## config.mk

```make
export PLATFORM = sky130hd
export DESIGN_NAME = irsi_ctrl
export DESIGN_NICKNAME = d
export VERILOG_FILES = /design/src/sv/irsi_pkg.sv /design/src/sv/irsi_ctrl.sv
export VERILOG_INCLUDE_DIRS = /design/src /design/src/sv
export SDC_FILE = /design/constraint.sdc
export NUM_CORES = 1
export LEC_CHECK = 0
export BUFFER_PORTS_ARGS = -buffer_cell sky130_fd_sc_hd__buf_2
export CORE_AREA = 2 2 39 41
export CTS_BUF_LIST = sky130_fd_sc_hd__clkbuf_8
export CTS_CLUSTER_DIAMETER = 150
export DETAILED_ROUTE_END_ITERATION = 7
export DIE_AREA = 0 0 41 43
export GPL_TIMING_DRIVEN = 0
export HOLD_SLACK_MARGIN = 0.06
export SLEW_MARGIN = 20
export SYNTH_ARGS = -nofsm -noshare
export SYNTH_HDL_FRONTEND = slang
export SYNTH_SLANG_ARGS = --single-unit
```

## constraint.sdc

```tcl
create_clock -name clk_i -period 3.01 [get_ports clk_i]
set_input_delay 0.4515 -clock clk_i [delete_from_list [all_inputs] [get_ports clk_i]]
set_output_delay 0.4515 -clock clk_i [all_outputs]
set_load 0.01 [all_outputs]
```

## src/sv/assert_macros.svh

```systemverilog
// Assertion macros used by the controller of the shear interpolation core.
`ifndef ASSERT_MACROS_SVH
`define ASSERT_MACROS_SVH

// Property that must hold at every rising edge outside reset.
`define ASSERT_CLK(label, prop, msg) \
  label: assert property (@(posedge clk_i) disable iff (!rst_ni) (prop)) else $error(msg);

// Condition that must never be seen at a rising edge outside reset.
`define ASSERT_NEVER(label, cond, msg) \
  label: assert property (@(posedge clk_i) disable iff (!rst_ni) !(cond)) else $error(msg);

`endif

```

## src/sv/irsi_pkg.sv

```systemverilog
// Package with the constants and command type of the shear interpolation core.
`timescale 1ns / 1ps
`default_nettype none

package irsi_pkg;

  localparam int FRAC_BITS  = 14;
  localparam int ONE_Q14    = 1 << FRAC_BITS;
  localparam int SHEAR_W    = 16;
  localparam int DIM_W      = 13;
  localparam int COL_W      = 12;
  localparam int PIX_IO_W   = 8;
  localparam int PROD_W     = 29;
  localparam int SW         = 18;
  localparam int CFG_IDX_W  = 2;
  localparam int CFG_DATA_W = 16;

  localparam logic [CFG_IDX_W-1:0] CFG_SHEAR  = 2'd0;
  localparam logic [CFG_IDX_W-1:0] CFG_WIDTH  = 2'd1;
  localparam logic [CFG_IDX_W-1:0] CFG_HEIGHT = 2'd2;

  typedef struct packed {
    logic capture;
    logic load;
    logic mul;
    logic shift;
    logic bound;
    logic addr;
    logic rd_a;
    logic rd_b;
    logic mix;
    logic out_load;
  } irsi_cmd_t;

endpackage

`default_nettype wire

```

## src/sv/irsi_ctrl.sv

```systemverilog
// Controller of the shear interpolation core: sequences a read and runs both handshakes.
`timescale 1ns / 1ps
`default_nettype none
`include "assert_macros.svh"

module irsi_ctrl import irsi_pkg::*; (
  input  wire logic  clk_i,
  input  wire logic  rst_ni,
  input  wire logic  in_valid_i,
  input  wire logic  op_i,
  output logic       in_ready_o,
  output logic       out_valid_o,
  input  wire logic  out_ready_i,
  output irsi_cmd_t  cmd_o
);

  typedef enum logic [3:0] {
    S_IDLE,
    S_MUL,
    S_SHIFT,
    S_BOUND,
    S_ADDR,
    S_RDA,
    S_RDB,
    S_MIX,
    S_OUT
  } state_e;

  state_e state_q;
  logic   out_valid_q;
  logic   accept, out_free;

  assign in_ready_o = (state_q == S_IDLE);
  assign accept     = in_valid_i && in_ready_o;
  assign out_free   = !out_valid_q || out_ready_i;

  always_comb begin
    cmd_o          = '0;
    cmd_o.capture  = accept;
    cmd_o.load     = accept && !op_i;
    cmd_o.mul      = (state_q == S_MUL);
    cmd_o.shift    = (state_q == S_SHIFT);
    cmd_o.bound    = (state_q == S_BOUND);
    cmd_o.addr     = (state_q == S_ADDR);
    cmd_o.rd_a     = (state_q == S_RDA);
    cmd_o.rd_b     = (state_q == S_RDB);
    cmd_o.mix      = (state_q == S_MIX);
    cmd_o.out_load = (state_q == S_OUT) && out_free;
  end

  always_ff @(posedge clk_i or negedge rst_ni) begin
    if (!rst_ni) begin
      state_q     <= S_IDLE;
      out_valid_q <= 1'b0;
    end else begin
      if (cmd_o.out_load) begin
        out_valid_q <= 1'b1;
      end else if (out_ready_i) begin
        out_valid_q <= 1'b0;
      end
      case (state_q)
        S_IDLE: begin
          if (accept && op_i) begin
            state_q <= S_MUL;
          end
        end
        S_MUL:   state_q <= S_SHIFT;
        S_SHIFT: state_q <= S_BOUND;
        S_BOUND: state_q <= S_ADDR;
        S_ADDR:  state_q <= S_RDA;
        S_RDA:   state_q <= S_RDB;
        S_RDB:   state_q <= S_MIX;
        S_MIX:   state_q <= S_OUT;
        S_OUT: begin
          if (out_free) begin
            state_q <= S_IDLE;
          end
        end
        default: state_q <= S_IDLE;
      endcase
    end
  end

  assign out_valid_o = out_valid_q;

  `ASSERT_NEVER(a_no_overwrite, cmd_o.out_load && out_valid_q && !out_ready_i, "result overwritten")
  `ASSERT_CLK(a_read_blocks, (accept && op_i) |=> !in_ready_o, "word taken during a read")
  `ASSERT_CLK(a_valid_from_load, $rose(out_valid_q) |-> $past(cmd_o.out_load), "stray result")

endmodule

`default_nettype wire

```

==> reports/metrics.yaml <==
finish:
  area_growth_pct: 48.44
  diodes: 0
  fillers: 144
  multi_input_area_um2: 166.4
  drive_gt1_frac: 0.5091
  nets: 61
  area.sequential_um2: 125.1
sta:
  hold_viol: 0
  fin_crit_ns: 1.979
  rsz0062_at_grt: "false"
  finalCritPeriodShare: 0.6575
  setup_ws_ns: 1.031
  finClkSkew_ns: 0.0003039
  fin_setup_tns_ns: 0
  worstMarginPinSlew_ns: 0.2693
  maxSlewViolCount: 0
  max_freq_mhz: 505.3
  maxSlewHeadroom: 0.8189
  setup_violations: 0
setup_path:
  path_class: "reg2out"
  rr_worst_depth: 3
  crit_slowest_cell: "or4b_4"
  crit_family: "simple AND/OR/NAND/NOR gates"
  path_buf_inv: 2
  critical_path_depth: 4
  arrival_ns: 1.53
  start_kind: "flip-flop"
  max_stage_delay_ns: 0.55
  rrSetupSlack_ns: 1.79
  cp_cell_sequence: "buf_6, or4b_4, nor2b_2, buf_2"
  critPathRequiredTime_ns: 2.56
  end_kind: "output pin"
  cp_max_fo: 9
yosys:
  netlist_area_um2: 320.3
  synth_edf_count: 0
  synthCells: 34
  ys_types: 18
  synth.avg_cell_area_um2: 9.421
  synth_flop_cell: "dfrtp_1"
  ys_ff_latch: 5
  synth_seq_area_share: 0.3906
  async_flop_share: 1.000
  synth_nets: 39
  yosys_warnings: 0
pwr:
  vdd_drop_max_mv: 0.2758
  comb_power_share: 0.511
  power_leakage_uw: 0.0002569
  swShare: 0.3896
  power.internal_uw: 295.1
  switchingPower_uw: 188.4
  seqPwrFrac: 0.234
  p_clk_frac: 0.255
  power.density_mw_per_mm2: 1017
global_routing:
  grt_pass1_wl_mm: 1.117
  grt_util_all_layers: 0.1028
  antenna_found_initial: 0
  grt_max_degree: 10
  globalRouteOverflowTotal: 0
  first_global_vias: 291
placed_design:
  pre_cts_slack_ns: 1.270
  dp_hpwl_um: 515.8
  place.gp.congestion: 0.6620
  port_buffers: 16
floorplan:
  die_w_um: 41
  rows: 14
  ios: 17
  die-area_mm2: 0.001763
  core-area_mm2: 0.001384
  initial_core_util: 0.2315
  die_y_um: 43
run:
  maxCapViolCount: 0
clock_tree:
  cts_resized: 0
  clk_latency_ns: 0.22
  cts.sinks: 5
  cts_buffer_depth: 2
  cts_setup_buffers: 0
  cts-root-buf: "clkbuf_8"
  cts_buffers: 3
  clk_pin_slew_worst_paths_ns: 0.04
  hold_buffers: 1
  htree_num_levels: 1
  cts_tree: "built"
routing:
  vias: 313
  wire_per_inst_um: 9.775
  totalWireLength_um: 694
  viasPerCell: 4.408
  first_pass_iters: 2
  drc_errors: 0
  drt_iter0_drc: 1
  antenna_left: 0
status:
  status: "finished, final reports clean"
hold_path:
  min_path_cells: 2
  hp-class: "reg2reg"
[worst register-to-register path: cells and delay by family (launching register included)]
| kind | cells | cell delay, ns |
|---|---|---|
| DFF | 1 | 0.36 |
| and+or+nand+nor | 1 | 0.55 |
| buffers and inverters | 1 | 0.14 |
| AOI/OAI and AO/OA | 1 | 0.09 |
[through the flow]
stage	total power [µW]	utilization	hold WS, ns	std cells	instance area [µm²]
after floorplan	289.8	-	0.1559	34	320.3
after global placement	360.4	0.3038	0.2735	66	420.4
after detailed placement	363.5	0.3038	0.2737	66	420.4
after CTS	490.7	0.3436	0.5300	71	475.5
after global routing	523.0	0.3436	0.5632	71	475.5
final	483.5	0.3436	0.5214	71	475.5
[power by group through the flow]
stage | clock network [µW] | registers, µW | logic, µW
6_report | 123 | 113 | 247
5_1_grt | 131 | 119 | 273
4_1_cts | 125 | 114 | 252
3_5_place_dp | 0 | 114 | 249
3_3_place_gp | 0 | 114 | 247
2_1_floorplan | 0 | 111 | 179
[Yosys cell counts (2+ instances only)]
library cell  count  area [µm²]
buf_2             2       10.01
a21oi_1           2       10.01
nor3_1            5       25.02
dfrtp_1           5       125.1
nand2b_1          4       25.02
nor2_1            3       11.26
nand2_1           2       7.510
[state kept, by name, summed over array words and instances, names as in the netlist]
name,cells
out_valid_o,1
state_q,4
[cells in the final DEF, fill, tap and decap left out, types with 2 or more instances in the layout]
cell type	instances
nand2b_1	4
buf_2	18
nor3_1	5
dfrtp_1	5
nor2_1	3
nand2_1	2
clkbuf_8	3
a21oi_1	2
[layer usage]
metal | wire length, µm | global-route usage
met5 | 0 | 0
met4 | 24 | 0.1000
met3 | 45 | 0.06283
met2 | 363 | 0.1406
met1 | 261 | 0.09772
[cell families (layout without fill, tap and decap cells)]
group,count (synthesis),after routing,synth area share
buffers and inverters,4,25,0.08985
AOI/OAI and AO/OA,5,5,0.1250
DFF,5,5,0.3906
and+or+nand+nor,20,20,0.3945
[cell type report]
type                            instances  share of cell area
Clock inverter                          1            0.007895
Timing Repair Buffer                   17              0.1895
Sequential cell                         5              0.2632
Multi-Input combinational cell         25              0.3500
Buffer                                  4             0.06053
Tap cell                               16             0.04211
Clock buffer                            3             0.08684
[final timing paths]
check / from / to
min in group asynchronous: rst_ni / state_q[3]
max reg2reg: state_q[1] / state_q[3]
max: state_q[1] / cmd_o[0]
min reg2reg: out_valid_o / out_valid_o
min: out_valid_o / out_valid_o
max in group asynchronous: rst_ni / state_q[1]
Note: power is estimated with default switching activity, not from simulation.
